<file path="config.mk">
export PLATFORM = sky130hd
export DESIGN_NAME = selective_ack_receive_reorder
export DESIGN_NICKNAME = d
export VERILOG_FILES = /design/src/sarr_pkg.sv /design/src/selective_ack_receive_reorder.sv /design/src/sarr_cell.sv
export SDC_FILE = /design/constraint.sdc
export NUM_CORES = 2
export LEC_CHECK = 0
export BUFFER_PORTS_ARGS = -buffer_cell sky130_fd_sc_hd__buf_2
export CELL_PAD_IN_SITES_DETAIL_PLACEMENT = 2
export CELL_PAD_IN_SITES_GLOBAL_PLACEMENT = 2
export CORE_MARGIN = 2
export CORE_UTILIZATION = 35
export CTS_CLUSTER_SIZE = 10
export DETAILED_ROUTE_END_ITERATION = 10
export GPL_TIMING_DRIVEN = 0
export PLACE_DENSITY = 0.74
export REMOVE_ABC_BUFFERS = 1
export SYNTH_ARGS = -nofsm -noshare
export SYNTH_HDL_FRONTEND = slang
export SYNTH_HIERARCHICAL = 1
export SYNTH_SLANG_ARGS = --single-unit
</file>
<file path="constraint.sdc">
create_clock -name clk_i -period 28.4 [get_ports clk_i]
set_input_delay 5.68 -clock clk_i [delete_from_list [all_inputs] [get_ports clk_i]]
set_output_delay 5.68 -clock clk_i [all_outputs]
set_load 0.05 [all_outputs]
</file>
<file path="src/sarr_pkg.sv">
// ----------------------------------------------------------------------------
// sarr_pkg
// Shared types and constants of the selective acknowledgement receive reorder
// block.
// ----------------------------------------------------------------------------
package sarr_pkg;

  localparam int unsigned SLOTS_DEF   = 16;
  localparam int unsigned DRAIN_LIMIT = 16;
  localparam int unsigned SEQ_W       = 32;
  localparam int unsigned LEN_W       = 16;
  localparam int unsigned TAG_W       = 8;
  localparam int unsigned WIN_W       = 16;
  localparam int unsigned PADDR_W     = 3;
  localparam int unsigned PDATA_W     = 32;

  localparam logic [PADDR_W-1:0] ADDR_WINDOW = 3'd0;
  localparam logic [WIN_W-1:0]   WINDOW_RST  = 16'd16;

  typedef enum logic [1:0] {
    KIND_DELIVER = 2'd0,
    KIND_ACK     = 2'd1,
    KIND_SYNACK  = 2'd2,
    KIND_FINACK  = 2'd3
  } kind_e;

  typedef struct packed {
    logic             hit;
    logic             free;
    logic [SEQ_W-1:0] seq;
    logic [LEN_W-1:0] len;
    logic [TAG_W-1:0] tag;
  } chain_t;

  typedef struct packed {
    logic [SEQ_W-1:0] key;
    logic             clear;
    logic             store;
    logic             take;
    logic             any_match;
    logic [SEQ_W-1:0] wseq;
    logic [LEN_W-1:0] wlen;
    logic [TAG_W-1:0] wtag;
  } ctl_t;

endpackage

</file>
<file path="src/selective_ack_receive_reorder.sv">
// ----------------------------------------------------------------------------
// selective_ack_receive_reorder
// Receive-side segment sequencer with a reorder store and selective acks.
// ----------------------------------------------------------------------------
// One segment header enters per input transfer; each result leaves as one
// output transfer, with last_result_o marking the final one of a segment.
// The advertised window is written over the APB port at address 0.
// A segment is taken only when the sequencer is idle and the output register
// is free or being emptied. Simple cases give their single result from the
// output register in the cycle after the input transfer. An in-order segment
// gives its delivery, then one buffered successor per cycle out of the cell
// row while the receiver does not stall, at most DRAIN_LIMIT of them, then
// the ack. A FIN gives an ack and then a FIN+ACK. Reset clears the connection,
// the expected sequence and all slot valid bits. When the receiver stalls, the
// output register holds its result and the sequencer waits.
// ----------------------------------------------------------------------------
module selective_ack_receive_reorder
  import sarr_pkg::*;
#(
  parameter int unsigned REORDER_SLOTS = sarr_pkg::SLOTS_DEF
) (
  input  logic                         clk_i,
  input  logic                         rst_ni,
  input  logic                         in_valid_i,
  output logic                         in_ready_o,
  input  logic                         checksum_ok_i,
  input  logic [2:0]                   flag_bits_i,
  input  logic [sarr_pkg::SEQ_W-1:0]   seq_number_i,
  input  logic [sarr_pkg::LEN_W-1:0]   payload_length_i,
  input  logic [sarr_pkg::TAG_W-1:0]   payload_tag_i,
  output logic                         out_valid_o,
  input  logic                         out_ready_i,
  output logic [1:0]                   result_kind_o,
  output logic [sarr_pkg::SEQ_W-1:0]   ack_value_o,
  output logic [sarr_pkg::SEQ_W-1:0]   sack_value_o,
  output logic [sarr_pkg::WIN_W-1:0]   window_value_o,
  output logic [sarr_pkg::SEQ_W-1:0]   deliver_seq_o,
  output logic [sarr_pkg::LEN_W-1:0]   deliver_length_o,
  output logic [sarr_pkg::TAG_W-1:0]   deliver_tag_o,
  output logic                         store_full_o,
  output logic                         is_connected_o,
  output logic                         last_result_o,
  input  logic                         psel,
  input  logic                         penable,
  input  logic                         pwrite,
  input  logic [sarr_pkg::PADDR_W-1:0] paddr,
  input  logic [sarr_pkg::PDATA_W-1:0] pwdata,
  output logic [sarr_pkg::PDATA_W-1:0] prdata,
  output logic                         pready
);

  localparam int unsigned CNT_W = $clog2(DRAIN_LIMIT + 1);

  typedef enum logic [2:0] {
    S_IDLE   = 3'b001,
    S_DRAIN  = 3'b010,
    S_FINACK = 3'b100
  } state_e;

  state_e           state_q, state_d;
  logic [SEQ_W-1:0] exp_q, exp_d;
  logic             link_q, link_d;
  logic [CNT_W-1:0] cnt_q, cnt_d;
  logic [WIN_W-1:0] win_q;

  logic             ov_q, ov_d;
  kind_e            kind_q, kind_d;
  logic [SEQ_W-1:0] ack_q, ack_d, sack_q, sack_d, dseq_q, dseq_d;
  logic [LEN_W-1:0] dlen_q, dlen_d;
  logic [TAG_W-1:0] dtag_q, dtag_d;
  logic             full_q, full_d, conn_q, conn_d, last_q, last_d;

  logic             out_free, accept, emit, link_n, has_data;
  ctl_t             ctl;
  chain_t           chain [REORDER_SLOTS+1];

  assign chain[0] = '0;

  for (genvar g = 0; g < REORDER_SLOTS; g++) begin : g_cell
    sarr_cell u_cell (
      .clk_i   (clk_i),
      .rst_ni  (rst_ni),
      .ctl_i   (ctl),
      .chain_i (chain[g]),
      .chain_o (chain[g+1])
    );
  end

  assign out_free   = !ov_q || out_ready_i;
  assign in_ready_o = (state_q == S_IDLE) && out_free;
  assign accept     = in_valid_i && in_ready_o;
  assign has_data   = (payload_length_i != '0);
  assign link_n     = link_q || has_data;

  always_comb begin
    state_d = state_q;
    exp_d   = exp_q;
    link_d  = link_q;
    cnt_d   = cnt_q;
    emit    = 1'b0;
    kind_d  = KIND_ACK;
    ack_d   = '0;
    sack_d  = '0;
    dseq_d  = '0;
    dlen_d  = '0;
    dtag_d  = '0;
    full_d  = 1'b0;
    conn_d  = link_q;
    last_d  = 1'b1;
    ctl           = '0;
    ctl.key       = (state_q == S_DRAIN) ? exp_q : seq_number_i;
    ctl.any_match = chain[REORDER_SLOTS].hit;
    ctl.wseq      = seq_number_i;
    ctl.wlen      = payload_length_i;
    ctl.wtag      = payload_tag_i;

    unique case (state_q)
      S_IDLE: begin
        if (accept && checksum_ok_i) begin
          if (flag_bits_i[0]) begin
            exp_d     = seq_number_i + 1'b1;
            link_d    = 1'b0;
            ctl.clear = 1'b1;
            emit      = 1'b1;
            kind_d    = KIND_SYNACK;
            ack_d     = seq_number_i + 1'b1;
            conn_d    = 1'b0;
          end else if (!link_q && flag_bits_i[1] && !has_data) begin
            link_d = 1'b1;
          end else if (flag_bits_i[2]) begin
            exp_d     = seq_number_i + 1'b1;
            link_d    = 1'b0;
            ctl.clear = 1'b1;
            emit      = 1'b1;
            ack_d     = seq_number_i + 1'b1;
            conn_d    = 1'b0;
            last_d    = 1'b0;
            state_d   = S_FINACK;
          end else if (link_n && has_data) begin
            link_d = 1'b1;
            conn_d = 1'b1;
            emit   = 1'b1;
            if (seq_number_i == exp_q) begin
              kind_d  = KIND_DELIVER;
              dseq_d  = seq_number_i;
              dlen_d  = payload_length_i;
              dtag_d  = payload_tag_i;
              last_d  = 1'b0;
              exp_d   = exp_q + {{(SEQ_W-LEN_W){1'b0}}, payload_length_i};
              cnt_d   = '0;
              state_d = S_DRAIN;
            end else if (seq_number_i > exp_q) begin
              ack_d = exp_q;
              if (chain[REORDER_SLOTS].hit || chain[REORDER_SLOTS].free) begin
                ctl.store = 1'b1;
                sack_d    = seq_number_i;
              end else begin
                full_d = 1'b1;
              end
            end else begin
              ack_d = exp_q;
            end
          end else begin
            link_d = link_n;
          end
        end
      end
      S_DRAIN: begin
        if (out_free) begin
          emit = 1'b1;
          if (chain[REORDER_SLOTS].hit && (cnt_q < CNT_W'(DRAIN_LIMIT))) begin
            ctl.take = 1'b1;
            kind_d   = KIND_DELIVER;
            dseq_d   = chain[REORDER_SLOTS].seq;
            dlen_d   = chain[REORDER_SLOTS].len;
            dtag_d   = chain[REORDER_SLOTS].tag;
            last_d   = 1'b0;
            exp_d    = exp_q + {{(SEQ_W-LEN_W){1'b0}}, chain[REORDER_SLOTS].len};
            cnt_d    = cnt_q + 1'b1;
          end else begin
            ack_d   = exp_q;
            state_d = S_IDLE;
          end
        end
      end
      S_FINACK: begin
        if (out_free) begin
          emit    = 1'b1;
          kind_d  = KIND_FINACK;
          ack_d   = exp_q;
          conn_d  = 1'b0;
          state_d = S_IDLE;
        end
      end
      default: begin
        state_d = S_IDLE;
      end
    endcase
  end

  always_comb begin
    ov_d = ov_q;
    if (emit) begin
      ov_d = 1'b1;
    end else if (out_ready_i) begin
      ov_d = 1'b0;
    end
  end

  always_ff @(posedge clk_i or negedge rst_ni) begin
    if (!rst_ni) begin
      state_q <= S_IDLE;
      exp_q   <= '0;
      link_q  <= 1'b0;
      cnt_q   <= '0;
      ov_q    <= 1'b0;
      win_q   <= WINDOW_RST;
    end else begin
      state_q <= state_d;
      exp_q   <= exp_d;
      link_q  <= link_d;
      cnt_q   <= cnt_d;
      ov_q    <= ov_d;
      if (psel && penable && pwrite && (paddr == ADDR_WINDOW)) begin
        win_q <= pwdata[WIN_W-1:0];
      end
    end
  end

  always_ff @(posedge clk_i) begin
    if (emit) begin
      kind_q <= kind_d;
      ack_q  <= ack_d;
      sack_q <= sack_d;
      dseq_q <= dseq_d;
      dlen_q <= dlen_d;
      dtag_q <= dtag_d;
      full_q <= full_d;
      conn_q <= conn_d;
      last_q <= last_d;
    end
  end

  assign out_valid_o      = ov_q;
  assign result_kind_o    = kind_q;
  assign ack_value_o      = ack_q;
  assign sack_value_o     = sack_q;
  assign window_value_o   = win_q;
  assign deliver_seq_o    = dseq_q;
  assign deliver_length_o = dlen_q;
  assign deliver_tag_o    = dtag_q;
  assign store_full_o     = full_q;
  assign is_connected_o   = conn_q;
  assign last_result_o    = last_q;
  assign pready           = 1'b1;
  assign prdata = (paddr == ADDR_WINDOW) ? {{(PDATA_W-WIN_W){1'b0}}, win_q} : '0;

  a_deliver_not_last: assert property (@(posedge clk_i) disable iff (!rst_ni)
    out_valid_o && (result_kind_o == KIND_DELIVER) |-> !last_result_o)
    else $error("delivery marked as final result");

  a_close_disconnected: assert property (@(posedge clk_i) disable iff (!rst_ni)
    out_valid_o && ((result_kind_o == KIND_FINACK) || (result_kind_o == KIND_SYNACK))
    |-> !is_connected_o && last_result_o)
    else $error("SYN+ACK or FIN+ACK with wrong connection or last flag");

  a_drain_bound: assert property (@(posedge clk_i) disable iff (!rst_ni)
    cnt_q <= CNT_W'(DRAIN_LIMIT))
    else $error("drain count beyond limit");

  a_busy_no_accept: assert property (@(posedge clk_i) disable iff (!rst_ni)
    (state_q != S_IDLE) |-> !in_ready_o)
    else $error("input accepted while sequencer busy");

endmodule

</file>
<file path="src/sarr_cell.sv">
// ----------------------------------------------------------------------------
// sarr_cell
// One slot of the out-of-order store. It compares its sequence with the
// broadcast key and passes the first-hit and first-free search to its neighbor.
// ----------------------------------------------------------------------------
module sarr_cell (
  input  logic             clk_i,
  input  logic             rst_ni,
  input  sarr_pkg::ctl_t   ctl_i,
  input  sarr_pkg::chain_t chain_i,
  output sarr_pkg::chain_t chain_o
);
  import sarr_pkg::*;

  logic             valid_q, valid_d;
  logic [SEQ_W-1:0] seq_q;
  logic [LEN_W-1:0] len_q;
  logic [TAG_W-1:0] tag_q;
  logic             match, sel_hit, sel_free, wr;

  assign match    = valid_q && (seq_q == ctl_i.key);
  assign sel_hit  = match && !chain_i.hit;
  assign sel_free = !valid_q && !chain_i.free;
  assign wr       = ctl_i.store && (ctl_i.any_match ? sel_hit : sel_free);

  always_comb begin
    chain_o.hit  = chain_i.hit | match;
    chain_o.free = chain_i.free | !valid_q;
    chain_o.seq  = sel_hit ? seq_q : chain_i.seq;
    chain_o.len  = sel_hit ? len_q : chain_i.len;
    chain_o.tag  = sel_hit ? tag_q : chain_i.tag;
  end

  always_comb begin
    valid_d = valid_q;
    if (ctl_i.clear) begin
      valid_d = 1'b0;
    end else if (wr) begin
      valid_d = 1'b1;
    end else if (ctl_i.take && sel_hit) begin
      valid_d = 1'b0;
    end
  end

  always_ff @(posedge clk_i or negedge rst_ni) begin
    if (!rst_ni) begin
      valid_q <= 1'b0;
    end else begin
      valid_q <= valid_d;
    end
  end

  always_ff @(posedge clk_i) begin
    if (wr && !ctl_i.clear) begin
      seq_q <= ctl_i.wseq;
      len_q <= ctl_i.wlen;
      tag_q <= ctl_i.wtag;
    end
  end

endmodule
</file>
==> flow_metrics.tcl <==
set metrics [dict create \
    holdCritStartpoint "cnt_q[4]$_DFFE_PN0P_" \
    htreeDepth 4 \
    clockRootBuffer "clkbuf_16" \
    final_layout_size_suffix_gt1_frac 0.3363 \
    fillCellCount 16975 \
    rsz0062_at_grt "false" \
    criticalPathCategory "input pin to flop" \
    synthTopCellsByArea "edfxtp_1, mux2_4, mux2_2" \
    yosys_warnings 6 \
    hold_viol_final 0 \
    endpoint_kind "flop" \
    core_area_um2 171200 \
    min_path_type "flop to flop" \
    hpwlAfterDp_um 147400 \
    switching_share 0.2727 \
    r2r-end "exp_q[25]$_DFFE_PN0P_" \
    synth_compound_area_frac 0.06736 \
    start_kind "input pin" \
    synth_top_area_cell "edfxtp_1" \
    vdd_ir_drop_max_v 0.00006166 \
    reg2reg_setup_slack_ns 15.50 \
    grt_pass1_wl_um 302200 \
    cts_buffers 138 \
    ys_types 82 \
    postCtsSetupBuffers 0 \
    wl_per_cell_um 29.74 \
    io_buffers 244 \
    cts_resized 0 \
    ios 278 \
    wirelength_um 206000 \
    die_h_um 418.7 \
    firstDrtPassIters 6 \
    worstRegToRegCells 36 \
    timing.final.crit_period_ns 16.36 \
    mostFrequentLayoutCells "edfxtp_1, mux2_4, mux2_2, buf_2, xnor2_1" \
    synth_top_area_frac 0.5093 \
    setup-tns-final_ns 0 \
    vias 38361 \
    synth.ff_latch_count 1095 \
    run_status "finished with violations" \
    min_to "cnt_q[4]$_DFFE_PN0P_" \
    ys.flop_type "edfxtp_1" \
    cp_max_fo 22 \
    antenna_found_initial 5 \
    viasPerCell 5.539 \
    avgSynthCellArea_um2 14.29 \
    clock_skew_ns 0.03769 \
    syn_area_um2 60200 \
    fp-row-count 152 \
    nets 4782 \
    cts_tree "built" \
    synth_xor_area_frac 0.05543 \
    slew_headroom -0.04693 \
    fmax_mhz 61.12 \
    synthMuxAreaShare 0.2000 \
    share_comb_of_total_power 0.136 \
    setup_viol 0 \
    clk_pin_slew_worst_paths_ns 0.06 \
    async_flop_share 0.06758 \
    violations "capacitance limit, slew limit" \
    drt_iter0_markers 2814 \
    synthAdderAreaFrac 0.01438 \
    seqPwrFrac 0.452 \
    power_density_nw_per_um2 58.46 \
    cts_hold_buffers 0 \
    initial_core_util 0.3517 \
    synth_top_family_by_area "multiplexers" \
    place_congestion 0.8376 \
    track_usage 0.2330 \
    die-width_um 418.7 \
    final-max-slew-violation-count 2 \
    clock-sinks 1095 \
    fin_ws_ns 12.04 \
    final_common_cell "edfxtp_1" \
    cpMaxStageDelayCell "nor3_1" \
    place_ws_ns 11.61 \
    drc 0 \
    cpPeakStageDelay_ns 1.13 \
    clock_power_share 0.412 \
    synth_cells 4212 \
    r2r_start "state_q[2]$_DFFE_PN0P_" \
    whs_path_depth 2 \
    cp_common_cell "mux2_4" \
    clockBufferDepth 3 \
    p_int_w 0.002943 \
    static-leakage-power_nw 24.73 \
    grt_pass1_vias 42796 \
    ant_nets 0 \
    worst_skew_pair.late_latency_ns 0.81 \
    grt-ovfl-total 0 \
    fin_crit_sh 0.5761 \
    synth_edf_count 1021 \
    maxCapViolCount 1 \
    final_area_um2 69230 \
    synthSimpleGateAreaFrac 0.07921 \
    critPathArrivalTime_ns 17.05 \
    die_area_um2 175300 \
    worstMarginPinSlew_ns 1.549 \
    area_delta_synth_final_pct 15.00 \
    cp_data_required_time_ns 29.09 \
    place_area_um2 65090 \
    p_sw_w 0.001104 \
    grt_max_degree 59 \
    ys_seq_area_frac 0.5401 \
]
==> logic make-up after synthesis <==
logic type	Yosys count
buf+inv	384
compound gates	568
mux	915
simple gates	799
fa+ha+maj	68
flops	1095
xor+xnor	381
other cells	2
==> layout make-up <==
class	instances	area [µm²]	area share
Antenna cell	3	7.507	0.0001084
Inverter	209	787.0	0.01137
Multi-Input combinational cell	2809	25650	0.3705
Tap cell	2233	2794	0.04036
Sequential cell	1095	32510	0.4697
Timing Repair Buffer	359	3391	0.04898
Clock inverter	30	354.1	0.005115
Clock buffer	187	3730	0.05388
==> metal layers <==
layer / share of wire / routed length [µm] / GRT usage / vias to the layer above
met5: 0.000078 / 16 / 0 / -
met4: 0.041 / 8353 / 0.09466 / 2
met3: 0.043 / 8937 / 0.02933 / 323
met2: 0.50 / 103100 / 0.4022 / 1090
met1: 0.42 / 85570 / 0.2946 / 20268
li1: - / - / - / 16678
==> power groups by stage <==
stage	clock network (W)	logic (W)	registers, W
floorplan	0	0.000307	0.00189
global placement	0	0.000497	0.00186
detailed placement	0	0.000535	0.00186
CTS	0.00170	0.000546	0.00183
global route	0.00175	0.000587	0.00183
finish	0.00167	0.000549	0.00183
==> sequential cells by signal, indices dropped and copies added (netlist names) <==
| name | flops |
|---|---|
| store_full_o | 1 |
| deliver_tag_o | 8 |
| ack_value_o | 32 |
| g_cell.u_cell/tag_q | 128 |
| link_q | 1 |
| exp_q | 32 |
| deliver_seq_o | 32 |
| g_cell.u_cell/len_q | 256 |
| deliver_length_o | 16 |
| last_result_o | 1 |
| window_value_o | 16 |
| state_q | 3 |
| out_valid_o | 1 |
| g_cell.u_cell/valid_q | 16 |
| is_connected_o | 1 |
| sack_value_o | 32 |
| cnt_q | 5 |
| result_kind_o | 2 |
| g_cell.u_cell/seq_q | 512 |
==> synth_stat cells (all sizes together), types with 15 or more instances <==
cell type / n
edfxtp: 1021
mux2: 912
xnor2: 233
inv: 209
nand2b: 189
xor2: 148
nor2: 138
nand2: 134
buf: 131
o21ai: 106
a21oi: 92
a22o: 88
dfrtp: 72
nand4: 72
ha: 66
nand3: 52
and2: 51
o2111ai: 51
clkbuf: 44
nor4: 41
nor3: 38
o211ai: 36
o221ai: 36
a31oi: 27
a21o: 22
and4: 22
o21a: 21
nor4b: 19
a211oi: 18
a222oi: 16
and3: 15
==> worst max path at each step <==
stage                     start                                   end  slack, ns  depth (start not counted)
3_5_place_dp   seq_number_i[30]                 exp_q[25]$_DFFE_PN0P_      11.61                         33
5_1_grt        seq_number_i[30]                 exp_q[25]$_DFFE_PN0P_      11.67                         33
4_1_cts        seq_number_i[30]                 exp_q[25]$_DFFE_PN0P_      12.12                         33
2_1_floorplan   seq_number_i[0]   g_cell[0].u_cell/len_q[0]$_DFFE_PP_      11.91                         26
3_3_place_gp    seq_number_i[0]  g_cell[0].u_cell/len_q[13]$_DFFE_PP_       2.93                         27
6_report       seq_number_i[30]                 exp_q[25]$_DFFE_PN0P_      12.04                         35
==> worst max-delay path: cells and delay by family <==
| family | cells | cell delay, ns |
|---|---|---|
| buffers and inverters | 3 | 0.80 |
| AND/OR/NAND/NOR | 11 | 3.67 |
| XOR/XNOR | 1 | 0.22 |
| adder cells (fa/ha/maj) | 1 | 0.37 |
| AO/OA/AOI/OAI | 5 | 2.25 |
| multiplexers | 14 | 3.94 |
==> metrics by stage <==
step / util / hold slack, ns / instances / total power, W
finish: 0.4045 / 0.4893 / 6925 / 0.004047
global route: 0.4044 / 0.5572 / 6923 / 0.004174
CTS: 0.4042 / 0.4999 / 6920 / 0.004080
detailed placement: 0.3803 / 0.4871 / 6703 / 0.002396
global placement: 0.3662 / 0.4847 / 6590 / 0.002360
floorplan: - / 0.4540 / 4113 / 0.002200
No activity file was read; power rests on OpenSTA's default activity.
